--- src/sv/iirdf1_pkg.sv ---
// ============================================================================
// iirdf1_pkg
// Shared types, constants and the microprogram of the direct form I IIR filter.
// ============================================================================
package iirdf1_pkg;

  // Fixed widths of the coefficient path and the accumulator.
  localparam int COEFF_WIDTH   = 16;
  localparam int ACC_WIDTH     = 40;
  localparam int HIST_DEPTH    = 3;
  localparam int NUM_COEFFS    = 7;

  // Configuration port geometry: seven 32-bit registers at word addresses.
  localparam int CFG_ADDR_W    = 5;
  localparam int CFG_DATA_W    = 32;
  localparam int REG_IDX_W     = 3;
  localparam int REG_IDX_LO    = 2;

  // Reset value of the current-sample weight, 1.0 in Q2.14.
  localparam logic [COEFF_WIDTH-1:0] COEFF_B0_RESET = 16'd16384;

  // Register indexes of the configuration space.
  typedef enum logic [REG_IDX_W-1:0] {
    REG_COEFF_B0 = 3'd0,
    REG_COEFF_B1 = 3'd1,
    REG_COEFF_B2 = 3'd2,
    REG_COEFF_B3 = 3'd3,
    REG_COEFF_A1 = 3'd4,
    REG_COEFF_A2 = 3'd5,
    REG_COEFF_A3 = 3'd6
  } reg_idx_t;

  // All seven coefficients, indexed by register index.
  typedef logic [NUM_COEFFS-1:0][COEFF_WIDTH-1:0] coeff_set_t;

  // Coefficient set after reset: b0 = 1.0, every other weight zero.
  localparam coeff_set_t COEFF_SET_RESET =
    {{((NUM_COEFFS-1)*COEFF_WIDTH){1'b0}}, COEFF_B0_RESET};

  // Product term selected for the shared multiplier.
  typedef enum logic [2:0] {
    TAP_B0 = 3'd0,
    TAP_B1 = 3'd1,
    TAP_B2 = 3'd2,
    TAP_B3 = 3'd3,
    TAP_A1 = 3'd4,
    TAP_A2 = 3'd5,
    TAP_A3 = 3'd6
  } tap_t;

  // Accumulator operation of one step.
  typedef enum logic [1:0] {
    ACC_HOLD = 2'd0,
    ACC_CLR  = 2'd1,
    ACC_ADD  = 2'd2,
    ACC_SUB  = 2'd3
  } acc_op_t;

  // Condition on which a step repeats itself.
  typedef enum logic [1:0] {
    WAIT_NONE   = 2'd0,
    WAIT_INPUT  = 2'd1,
    WAIT_OUTPUT = 2'd2
  } wait_t;

  // Microprogram geometry and step labels.
  localparam int STEP_W      = 4;
  localparam logic [STEP_W-1:0] STEP_IDLE   = 4'd0;
  localparam logic [STEP_W-1:0] STEP_FINISH = 4'd9;

  // One control word of the microprogram.
  typedef struct packed {
    wait_t              wait_on;
    logic               jump;
    logic [STEP_W-1:0]  target;
    logic               accept;
    logic               mul_en;
    tap_t               tap;
    acc_op_t            acc_op;
    logic               finish;
  } ucode_t;

  // Control from the sequencer to the datapath, already qualified.
  typedef struct packed {
    logic    load_in;
    logic    mul_en;
    tap_t    tap;
    acc_op_t acc_op;
    logic    finish;
  } dp_ctrl_t;

  // Microprogram ROM. The multiplier product registered in one step is
  // accumulated in the next, so step k+1 adds the product of step k.
  function automatic ucode_t ucode_word(input logic [STEP_W-1:0] step);
    ucode_t w;
    w = '{wait_on: WAIT_NONE, jump: 1'b0, target: STEP_IDLE, accept: 1'b0,
          mul_en: 1'b0, tap: TAP_B0, acc_op: ACC_HOLD, finish: 1'b0};
    unique case (step)
      STEP_IDLE: begin
        w.wait_on = WAIT_INPUT;
        w.accept  = 1'b1;
        w.acc_op  = ACC_CLR;
      end
      4'd1: begin
        w.mul_en = 1'b1;
        w.tap    = TAP_B0;
      end
      4'd2: begin
        w.mul_en = 1'b1;
        w.tap    = TAP_B1;
        w.acc_op = ACC_ADD;
      end
      4'd3: begin
        w.mul_en = 1'b1;
        w.tap    = TAP_B2;
        w.acc_op = ACC_ADD;
      end
      4'd4: begin
        w.mul_en = 1'b1;
        w.tap    = TAP_B3;
        w.acc_op = ACC_ADD;
      end
      4'd5: begin
        w.mul_en = 1'b1;
        w.tap    = TAP_A1;
        w.acc_op = ACC_ADD;
      end
      4'd6: begin
        w.mul_en = 1'b1;
        w.tap    = TAP_A2;
        w.acc_op = ACC_SUB;
      end
      4'd7: begin
        w.mul_en = 1'b1;
        w.tap    = TAP_A3;
        w.acc_op = ACC_SUB;
      end
      4'd8: begin
        w.acc_op = ACC_SUB;
      end
      STEP_FINISH: begin
        w.wait_on = WAIT_OUTPUT;
        w.finish  = 1'b1;
        w.jump    = 1'b1;
        w.target  = STEP_IDLE;
      end
      default: begin
        // Unused step codes return to the idle step.
        w.jump   = 1'b1;
        w.target = STEP_IDLE;
      end
    endcase
    return w;
  endfunction

endpackage

--- src/sv/iirdf1_sequencer.sv ---
// ============================================================================
// iirdf1_sequencer
// Step counter and microprogram ROM that drive the filter datapath.
// ============================================================================
module iirdf1_sequencer (
  input  logic                clk,
  input  logic                rst_n,
  input  logic                in_valid,
  input  logic                out_busy,
  output logic                in_ready,
  output iirdf1_pkg::dp_ctrl_t dp_ctrl
);
  import iirdf1_pkg::*;

  logic [STEP_W-1:0] step_r;
  logic [STEP_W-1:0] step_nxt;
  ucode_t            word;
  logic              stall;

  // Fetch the control word of the current step.
  assign word = ucode_word(step_r);

  // A step repeats while the condition it waits on is not met.
  always_comb begin
    unique case (word.wait_on)
      WAIT_INPUT:  stall = !in_valid;
      WAIT_OUTPUT: stall = out_busy;
      default:     stall = 1'b0;
    endcase
  end

  // Next step: hold, jump or fall through.
  always_comb begin
    priority if (stall) begin
      step_nxt = step_r;
    end else if (word.jump) begin
      step_nxt = word.target;
    end else begin
      step_nxt = step_r + 1'b1;
    end
  end

  always_ff @(posedge clk) begin
    if (!rst_n) begin
      step_r <= STEP_IDLE;
    end else begin
      step_r <= step_nxt;
    end
  end

  // The input transfer happens in the accepting step.
  assign in_ready = word.accept;

  // Qualified controls for the datapath.
  always_comb begin
    dp_ctrl.load_in = word.accept && in_valid;
    dp_ctrl.mul_en  = word.mul_en;
    dp_ctrl.tap     = word.tap;
    dp_ctrl.acc_op  = word.acc_op;
    dp_ctrl.finish  = word.finish && !stall;
  end

endmodule

--- src/sv/iirdf1_datapath.sv ---
// ============================================================================
// iirdf1_datapath
// Delay lines, shared multiplier, accumulator, rounding and output register.
// ============================================================================
module iirdf1_datapath #(
  parameter int FEEDFORWARD_TAPS = 4,
  parameter int FEEDBACK_TAPS    = 3,
  parameter int SAMPLE_WIDTH     = 16,
  parameter int COEFF_FRAC_BITS  = 14
) (
  input  logic                             clk,
  input  logic                             rst_n,
  input  iirdf1_pkg::dp_ctrl_t             dp_ctrl,
  input  iirdf1_pkg::coeff_set_t           coeffs,
  input  logic signed [SAMPLE_WIDTH-1:0]   in_sample_in,
  input  logic                             in_clear_history,
  input  logic                             out_ready,
  output logic                             out_valid,
  output logic signed [SAMPLE_WIDTH-1:0]   out_sample_out,
  output logic                             out_saturated
);
  import iirdf1_pkg::*;

  localparam int PROD_W = SAMPLE_WIDTH + COEFF_WIDTH;
  localparam int RW     = ACC_WIDTH + 1;
  localparam logic signed [RW-1:0] ROUND_K = RW'(1) << (COEFF_FRAC_BITS - 1);
  localparam logic signed [RW-1:0] SMAX    = (RW'(1) << (SAMPLE_WIDTH - 1)) - RW'(1);
  localparam logic signed [RW-1:0] SMIN    = -SMAX - RW'(1);

  logic signed [SAMPLE_WIDTH-1:0] x_r;
  logic signed [SAMPLE_WIDTH-1:0] xh_r [HIST_DEPTH];
  logic signed [SAMPLE_WIDTH-1:0] yh_r [HIST_DEPTH];
  logic signed [PROD_W-1:0]       prod_r;
  logic signed [ACC_WIDTH-1:0]    acc_r;
  logic                           out_valid_r;
  logic signed [SAMPLE_WIDTH-1:0] out_sample_r;
  logic                           out_sat_r;

  logic signed [COEFF_WIDTH-1:0]  coef_sel;
  logic signed [SAMPLE_WIDTH-1:0] op_sel;
  logic signed [PROD_W-1:0]       prod_nxt;
  logic signed [ACC_WIDTH-1:0]    prod_ext;
  logic signed [ACC_WIDTH-1:0]    acc_nxt;
  logic signed [RW-1:0]           rounded;
  logic signed [RW-1:0]           shifted;
  logic                           sat_hi;
  logic                           sat_lo;
  logic signed [SAMPLE_WIDTH-1:0] y_nxt;

  // Operand selection for the shared multiplier; taps beyond the
  // configured counts weigh zero.
  always_comb begin
    unique case (dp_ctrl.tap)
      TAP_B0: begin
        coef_sel = coeffs[REG_COEFF_B0];
        op_sel   = x_r;
      end
      TAP_B1: begin
        coef_sel = (FEEDFORWARD_TAPS > 1) ? coeffs[REG_COEFF_B1] : '0;
        op_sel   = xh_r[0];
      end
      TAP_B2: begin
        coef_sel = (FEEDFORWARD_TAPS > 2) ? coeffs[REG_COEFF_B2] : '0;
        op_sel   = xh_r[1];
      end
      TAP_B3: begin
        coef_sel = (FEEDFORWARD_TAPS > 3) ? coeffs[REG_COEFF_B3] : '0;
        op_sel   = xh_r[2];
      end
      TAP_A1: begin
        coef_sel = (FEEDBACK_TAPS >= 1) ? coeffs[REG_COEFF_A1] : '0;
        op_sel   = yh_r[0];
      end
      TAP_A2: begin
        coef_sel = (FEEDBACK_TAPS >= 2) ? coeffs[REG_COEFF_A2] : '0;
        op_sel   = yh_r[1];
      end
      TAP_A3: begin
        coef_sel = (FEEDBACK_TAPS >= 3) ? coeffs[REG_COEFF_A3] : '0;
        op_sel   = yh_r[2];
      end
      default: begin
        coef_sel = '0;
        op_sel   = '0;
      end
    endcase
  end

  assign prod_nxt = coef_sel * op_sel;
  assign prod_ext = ACC_WIDTH'(prod_r);

  // Accumulator update; the sum wraps at the accumulator width.
  always_comb begin
    unique case (dp_ctrl.acc_op)
      ACC_CLR: acc_nxt = '0;
      ACC_ADD: acc_nxt = acc_r + prod_ext;
      ACC_SUB: acc_nxt = acc_r - prod_ext;
      default: acc_nxt = acc_r;
    endcase
  end

  // Round half up, drop the fraction bits and clip to the sample range.
  always_comb begin
    rounded = RW'(acc_r) + ROUND_K;
    shifted = rounded >>> COEFF_FRAC_BITS;
    sat_hi  = shifted > SMAX;
    sat_lo  = shifted < SMIN;
    priority if (sat_hi) begin
      y_nxt = SMAX[SAMPLE_WIDTH-1:0];
    end else if (sat_lo) begin
      y_nxt = SMIN[SAMPLE_WIDTH-1:0];
    end else begin
      y_nxt = shifted[SAMPLE_WIDTH-1:0];
    end
  end

  // Delay lines and output handshake state.
  always_ff @(posedge clk) begin
    if (!rst_n) begin
      for (int i = 0; i < HIST_DEPTH; i++) begin
        xh_r[i] <= '0;
        yh_r[i] <= '0;
      end
      out_valid_r <= 1'b0;
    end else begin
      if (dp_ctrl.load_in && in_clear_history) begin
        for (int i = 0; i < HIST_DEPTH; i++) begin
          xh_r[i] <= '0;
          yh_r[i] <= '0;
        end
      end
      if (dp_ctrl.finish) begin
        for (int i = HIST_DEPTH - 1; i > 0; i--) begin
          xh_r[i] <= xh_r[i-1];
          yh_r[i] <= yh_r[i-1];
        end
        xh_r[0] <= x_r;
        yh_r[0] <= y_nxt;
      end
      if (dp_ctrl.finish) begin
        out_valid_r <= 1'b1;
      end else if (out_ready) begin
        out_valid_r <= 1'b0;
      end
    end
  end

  // Payload registers.
  always_ff @(posedge clk) begin
    if (dp_ctrl.load_in) begin
      x_r <= in_sample_in;
    end
    if (dp_ctrl.mul_en) begin
      prod_r <= prod_nxt;
    end
    acc_r <= acc_nxt;
    if (dp_ctrl.finish) begin
      out_sample_r <= y_nxt;
      out_sat_r    <= sat_hi || sat_lo;
    end
  end

  assign out_valid      = out_valid_r;
  assign out_sample_out = out_sample_r;
  assign out_saturated  = out_sat_r;

endmodule

--- src/sv/iir_direct_form_one_filter_unit.sv ---
// ============================================================================
// iir_direct_form_one_filter_unit
// Direct form I IIR filter, four feedforward and three feedback taps, with
// Q2.14 coefficients, a 40-bit accumulator and a saturated output.
//
//   Channel  Ports                         Moves
//   input    in_valid / in_ready           one sample and its clear flag
//   output   out_valid / out_ready         one filtered sample and clip flag
//   config   cfg_psel / cfg_penable ...    coefficient writes and reads
//
// A sample is taken in step 0 and its result is loaded into the output
// register in the final step; a new sample is taken only after that. The
// single shared multiplier forms the seven products one per step. Reset
// clears both delay lines and the output valid flag and sets the coefficients
// to b0 = 1.0, all others zero. While a result still waits in the output
// register the next sample is taken and computed; the final step holds
// until the output register is free.
// ============================================================================
module iir_direct_form_one_filter_unit #(
  parameter int FEEDFORWARD_TAPS = 4,
  parameter int FEEDBACK_TAPS    = 3,
  parameter int SAMPLE_WIDTH     = 16,
  parameter int COEFF_FRAC_BITS  = 14
) (
  input  logic                                  clk,
  input  logic                                  rst_n,
  // Input channel.
  input  logic                                  in_valid,
  output logic                                  in_ready,
  input  logic signed [SAMPLE_WIDTH-1:0]        in_sample_in,
  input  logic                                  in_clear_history,
  // Result channel.
  output logic                                  out_valid,
  input  logic                                  out_ready,
  output logic signed [SAMPLE_WIDTH-1:0]        out_sample_out,
  output logic                                  out_saturated,
  // Configuration port.
  input  logic                                  cfg_psel,
  input  logic                                  cfg_penable,
  input  logic                                  cfg_pwrite,
  input  logic [iirdf1_pkg::CFG_ADDR_W-1:0]     cfg_paddr,
  input  logic [iirdf1_pkg::CFG_DATA_W-1:0]     cfg_pwdata,
  output logic [iirdf1_pkg::CFG_DATA_W-1:0]     cfg_prdata,
  output logic                                  cfg_pready
);
  import iirdf1_pkg::*;

  coeff_set_t           coeff_r;
  logic [REG_IDX_W-1:0] reg_idx;
  logic                 reg_hit;
  logic                 cfg_wr;
  logic                 out_busy;
  dp_ctrl_t             dp_ctrl;

  // Register decode; addresses beyond the last coefficient are ignored.
  assign reg_idx = cfg_paddr[REG_IDX_LO +: REG_IDX_W];
  assign reg_hit = reg_idx <= REG_COEFF_A3;
  assign cfg_wr  = cfg_psel && cfg_penable && cfg_pwrite;

  // Coefficient registers.
  always_ff @(posedge clk) begin
    if (!rst_n) begin
      coeff_r <= COEFF_SET_RESET;
    end else if (cfg_wr && reg_hit) begin
      coeff_r[reg_idx] <= cfg_pwdata[COEFF_WIDTH-1:0];
    end
  end

  // Read data is the sign-extended coefficient.
  always_comb begin
    if (reg_hit) begin
      cfg_prdata = CFG_DATA_W'(signed'(coeff_r[reg_idx]));
    end else begin
      cfg_prdata = '0;
    end
  end

  assign cfg_pready = 1'b1;

  // The final step waits while a result has not yet been transferred.
  assign out_busy = out_valid && !out_ready;

  iirdf1_sequencer u_seq (
    .clk      (clk),
    .rst_n    (rst_n),
    .in_valid (in_valid),
    .out_busy (out_busy),
    .in_ready (in_ready),
    .dp_ctrl  (dp_ctrl)
  );

  iirdf1_datapath #(
    .FEEDFORWARD_TAPS (FEEDFORWARD_TAPS),
    .FEEDBACK_TAPS    (FEEDBACK_TAPS),
    .SAMPLE_WIDTH     (SAMPLE_WIDTH),
    .COEFF_FRAC_BITS  (COEFF_FRAC_BITS)
  ) u_dp (
    .clk              (clk),
    .rst_n            (rst_n),
    .dp_ctrl          (dp_ctrl),
    .coeffs           (coeff_r),
    .in_sample_in     (in_sample_in),
    .in_clear_history (in_clear_history),
    .out_ready        (out_ready),
    .out_valid        (out_valid),
    .out_sample_out   (out_sample_out),
    .out_saturated    (out_saturated)
  );

endmodule

--- config.mk ---
export PLATFORM = sky130hd
export DESIGN_NAME = iir_direct_form_one_filter_unit
export DESIGN_NICKNAME = d
export VERILOG_FILES = /design/src/sv/iirdf1_pkg.sv /design/src/sv/iirdf1_sequencer.sv /design/src/sv/iirdf1_datapath.sv /design/src/sv/iir_direct_form_one_filter_unit.sv
export SDC_FILE = /design/constraint.sdc
export NUM_CORES = 1
export LEC_CHECK = 0
export BUFFER_PORTS_ARGS = -buffer_cell sky130_fd_sc_hd__buf_2
export CORE_MARGIN = 5
export CORE_UTILIZATION = 45
export DETAILED_ROUTE_END_ITERATION = 8
export GPL_TIMING_DRIVEN = 0
export PLACE_DENSITY_LB_ADDON = 0.12
export REMOVE_ABC_BUFFERS = 1
export SYNTH_ARGS = -nofsm -noshare
export SYNTH_HDL_FRONTEND = slang
export SYNTH_HIERARCHICAL = 1
export SYNTH_SLANG_ARGS = --single-unit
--- constraint.sdc ---
create_clock -name clk -period 8.6 [get_ports clk]
set_clock_uncertainty 0.15 [all_clocks]
set_input_delay 1.72 -clock clk [delete_from_list [all_inputs] [get_ports clk]]
set_output_delay 1.72 -clock clk [all_outputs]
set_load 0.01 [all_outputs]
== Word level (Yosys, flattened, before mapping) ==
Memories as Yosys holds them, arrays and structs flattened.
Cells that the tools add are included.

* Memories: 2
* Register bits: 222
* Word-level logic and storage cells: 117
* RAM bits: 96

* Multipliers: 1
* $add $sub $neg: 4
* Mux-type cells: 40
* Bitwise gates (word level): 12
* Reductions and logical operators: 19
* Eq/ne operators: 20
* Magnitude comparators: 5

{| class="wikitable"
|+ Memory list
! name !! words !! bits a word !! read ports !! clocked after Yosys merged registers in !! write ports !! line !! source
|-
| u_dp.xh_r || 3 || 16 || 3 || 0 || 3 || iirdf1_datapath.sv:31 || <nowiki>logic signed [SAMPLE_WIDTH-1:0] xh_r [HIST_DEPTH];</nowiki>
|-
| u_dp.yh_r || 3 || 16 || 3 || 0 || 3 || iirdf1_datapath.sv:32 || <nowiki>logic signed [SAMPLE_WIDTH-1:0] yh_r [HIST_DEPTH];</nowiki>
|}

{| class="wikitable"
|+ Operators by type and width
! operator !! number
|-
| 16-bit 2-to-1 mux || 16
|-
| 16-bit one-hot mux with 7 select lines || 2
|-
| 40-bit one-hot mux with 3 select lines || 1
|-
| 112-bit bitwise mux || 1
|-
| 16-bit binary-select mux with 3-bit select || 1
|-
| 16-bit demux with 3-bit select || 1
|-
| 40-bit by 15-bit adder with 41-bit output, second input constant || 1
|-
| 40-bit by 32-bit adder with 40-bit output || 1
|-
| 40-bit by 32-bit subtractor with 40-bit output || 1
|-
| 16-bit by 16-bit multiplier with 32-bit output || 1
|-
| 32-bit 2-to-1 mux || 1
|-
| 4-bit one-hot mux with 7 select lines || 1
|-
| 27-bit by 16-bit greater-than comparator with 1-bit output, second input constant || 1
|-
| 27-bit by 16-bit less-than comparator with 1-bit output, second input constant || 1
|-
| 4-bit by 3-bit == test with 1-bit output, second input constant || 4
|-
| 1-bit OR || 12
|-
| 1-bit 2-to-1 mux || 11
|-
| 3-bit == test, second input constant || 3
|-
| 9-bit OR reduction || 1
|-
| 4-bit by 2-bit == test with 1-bit output, second input constant || 2
|-
| 4-bit == test, second input constant || 2
|-
| 1-bit logical AND || 8
|-
| 2-bit == test, second input constant || 3
|-
| 3-bit by 2-bit == test with 1-bit output, second input constant || 2
|-
| 20 further kinds || 23
|}

== Logic depth before layout (Yosys ltp) ==
* Word-level depth: 10
* Mapped depth: 36
* Gate-level depth less buffers: 32

== Modules after synthesis ==
Netlist, hierarchy kept.

{| class="wikitable"
|+ By module, submodules not included
! module !! instances !! cells an instance !! area an instance (um^2)
|-
| iirdf1_datapath || 1 || 2,274 || 21,948.6
|-
| iir_direct_form_one_filter_unit || 1 || 635 || 5,621.6
|-
| iirdf1_sequencer || 1 || 47 || 374.1
|}

== Worst setup path after synthesis ==
Ideal clock, no wire load.

* Path kind: register to register
* Start: register u_seq.step_r[0]
* End: register u_dp.prod_r[31] (data pin)
* Cell stages (with the launch flop): 32
* Clock period less this slack: 8.487 ns
* Arrival time: 8.072 ns
* Path slack: 0.113 ns
* Path buffers: 4
* Path through: dfxtp_1 inv_1 ha_1 a21oi_1 nor2_1 clkbuf_1 inv_1 clkbuf_1 nor2_1 clkbuf_1 a221oi_1 o22a_1 or2_2 fa_1 inv_1 fa_1 fa_1 fa_1 fa_1 inv_1 fa_1 inv_1 ha_1 clkbuf_1 nand4_1 a21oi_1 o31ai_1 a31o_2 o21ai_0 o21ai_0 a21oi_1 a31oi_1

{| class="wikitable"
|+ RTL lines
! element !! line !! source
|-
| from (decl) || iirdf1_sequencer.sv:15 || <nowiki>logic [STEP_W-1:0] step_r;</nowiki>
|-
| from (signal assigned) || iirdf1_sequencer.sv:47 || <nowiki>step_r <= step_nxt;</nowiki>
|-
| to (signal assigned) || iirdf1_datapath.sv:154 || <nowiki>prod_r <= prod_nxt;</nowiki>
|-
| to (decl) || iirdf1_datapath.sv:33 || <nowiki>logic signed [PROD_W-1:0] prod_r;</nowiki>
|}

==> impl_metrics.ini <==
[synth]
synth-seq-cells = 318
synthDistinctLibCells = 87
synth_area_leaders = edfxtp_1, fa_1, dfxtp_1
synth.largest_area_cell = edfxtp_1
ys_seq_area_share_pct = 29.98
yosysWarnings = 6
synth_xor_area_share_pct = 3.510
synthCells = 2956
synthAdderAreaFrac_pct = 24.55
synthMuxAreaShare_pct = 4.580
yosys.area_share.simple_pct = 14.95
synth_top_flop_cell = edfxtp_1
synth_top_area_share_pct = 21.60
async_flop_share_pct = 0
syn_area_um2 = 27940
synth_top_family_by_area = adder cells
synth_compound_area_share_pct = 14.57
synth_edf_count = 201
postSynthAreaPerCell_um2 = 9.453

[global_routing]
grt_overflow_total = 0
use_met3_pct = 2.772
grt_util_met2_pct = 39.83
track_usage_pct = 24.46
grt_pass1_wl_um = 130800
grt_max_degree = 138
use_met1_pct = 34.41
grt_pass1_vias = 22280
antenna_found_initial = 1
grt_busiest_layer = met2

[layout]
fillers = 5560
final_cell_mix = inv_1, nor2_1, fa_1, edfxtp_1, o21ai_0
layout_commonest_cell = inv_1
drive_above_1_share_pct = 15.30
fin_area_um2 = 32280
areaGrowthSynthToFinish_pct = 15.51
finalNetCount = 3503

[worst_setup_path]
cp_num_buf_inv = 7
cp_top_family = adder cells
crit_top_cell = fa_1
arrival_ps = 8630
crit_path_max_fanout = 10
end_kind = register
worst_setup_path_start_kind = register
slowest_stage = fa_1
crit_type = register to register
cp.required_ps = 8840
critical-path-max-stage-delay_ps = 580

[drt]
drc = 0
vias = 22450
drt_first_pass_iters = 6
drt_wl_total_um = 83370
drtIter0Drc = 2000
antenna_left = 0
wl_per_cell_um = 21.26
drt-vias-per-instance = 5.723

[placed_design]
place_hpwl_um = 58470
portBuffers = 93
place_congestion = 0.8503
placed_cell_area_um2 = 29460

[clock_tree]
cts-root-buf = clkbuf_16
clk_latency_ps = 590
htree_levels = 2
clk_pin_slew_worst_paths_ps = 60
clock_path_buffers = 3
cts_buffers = 42
cts_tree = yes
clkSinkCount = 318

[floorplan]
start_util_pct = 45.37
floorplan.die.height_um = 259.2
core_region_area_um2 = 61600
die_x_um = 259.2
ioPinCount = 113
row_count = 91
die_area_um2 = 67180

[timing]
layout_min_cycle_time_ps = 8395
slew_headroom_pct = 11.83
setup_viol = 0
hold_violations = 0
drv_slew = 0
fin_crit_sh_pct = 97.62
max_freq_mhz = 119.1
rsz0062_at_grt = true
worst_pin_slew_ps = 1323

[run]
drv_cap = 0

[hold_path]
worstHoldPathType = register to register

[run_status]
status = complete, no violations
path summary, 6_finish.rpt:
kind,cells past startpoint,start,slack (ps),end
hold reg to reg,2,coeff_r[32],340,coeff_r[32]
setup reg to reg,30,u_seq/step_r[1],200,u_dp/prod_r[31]
setup / recovery,30,u_seq/step_r[1],200,u_dp/prod_r[31]
hold / removal,2,coeff_r[32],340,coeff_r[32]
per-layer routing:
| metal | vias up | part of all wire, % | routed length [um] |
|---|---|---|---|
| met3 | 153 | 5.7 | 4755 |
| met2 | 760 | 48 | 39860 |
| met1 | 11220 | 43 | 36190 |
| met5 | - | 0 | 0 |
| met4 | 0 | 3.1 | 2561 |
| li1 | 10320 | - | - |
repair_timing:
action,4_1_cts,5_1_grt
pin swaps,13,11
endpoints found under the setup margin,25,10
endpoints found under the hold margin,0,0
hold buffers,0,0
buffers inserted,57,36
gates cloned,4,0
resized for setup,94,33
synth_stat cells (10+ instances only):
cell type / instances
mux2i_1: 57
a21o_1: 29
and2_1: 16
mux4_2: 19
xnor2_1: 72
nand2b_1: 24
buf_4: 27
a221oi_1: 14
nand2_1: 147
fa_1: 264
nor4_1: 10
edfxtp_1: 201
dfxtp_1: 117
o22ai_1: 12
o2bb2ai_1: 10
a21boi_1: 16
or2_2: 19
o21ai_0: 174
a21oi_1: 94
clkbuf_1: 112
a31oi_1: 15
nor2b_1: 12
o21a_1: 16
inv_1: 364
and3_1: 94
mux2_2: 25
o31ai_1: 13
buf_2: 26
nor2_1: 328
a211oi_1: 17
a21boi_0: 100
nor3_1: 23
o221ai_1: 10
nand4_1: 12
nand3_1: 136
a22oi_1: 34
ha_1: 126
xor2_1: 40
logic make-up (layout without fill, tap and decap cells):
group / Yosys count / after routing
AO/OA/AOI/OAI: 621 / 621
XOR/XNOR: 112 / 112
adder cells (fa/ha/maj): 390 / 390
buffers and inverters: 542 / 669
flip-flops: 318 / 318
multiplexers: 101 / 101
other: 1 / 2
AND/OR/NAND/NOR: 871 / 872
stage by stage:
stage	hold slack (ps)	util [%]	TNS (ps)	setup slack (ps)	std cells
final	339.9	52.40	0	204.7	3922
after global routing	363.7	52.40	-208.5	-143.6	3922
after CTS	341.9	51.65	0	2.368	3885
after detailed placement	333.5	47.82	-43630	-2870	3748
after global placement	320.1	46.48	-1360770	-9130	3708
after floorplan	308.8	-	-218590	-3393	2778
registers in the layout (all words and copies together) (netlist names):
| signal | flops |
|---|---|
| u_dp/out_sample_out | 16 |
| u_dp/yh_r | 48 |
| u_seq/step_r | 4 |
| u_dp/out_valid | 1 |
| u_dp/x_r | 16 |
| u_dp/xh_r | 48 |
| u_dp/acc_r | 40 |
| coeff_r | 112 |
| u_dp/prod_r | 32 |
| u_dp/out_saturated | 1 |
cell type report:
class	count	area (um^2)	area share, %
Sequential cell	318	8383	25.97
Clock buffer	55	1150	3.562
Inverter	364	1381	4.279
Multi-Input combinational cell	2097	18040	55.90
Antenna cell	1	2.502	0.007753
Timing Repair inverter	2	15.01	0.04652
Tap cell	837	1047	3.244
Clock inverter	21	219.0	0.6783
Timing Repair Buffer	227	2038	6.314
tightest hold or removal path: cells and delay by family, from the launching register on:
family / cells / cell delay (ps)
compound gates: 2 / 130
flops: 1 / 320
Power is not shown: default switching activity piles up to over one toggle a cycle in this logic, so the estimate is an artifact.
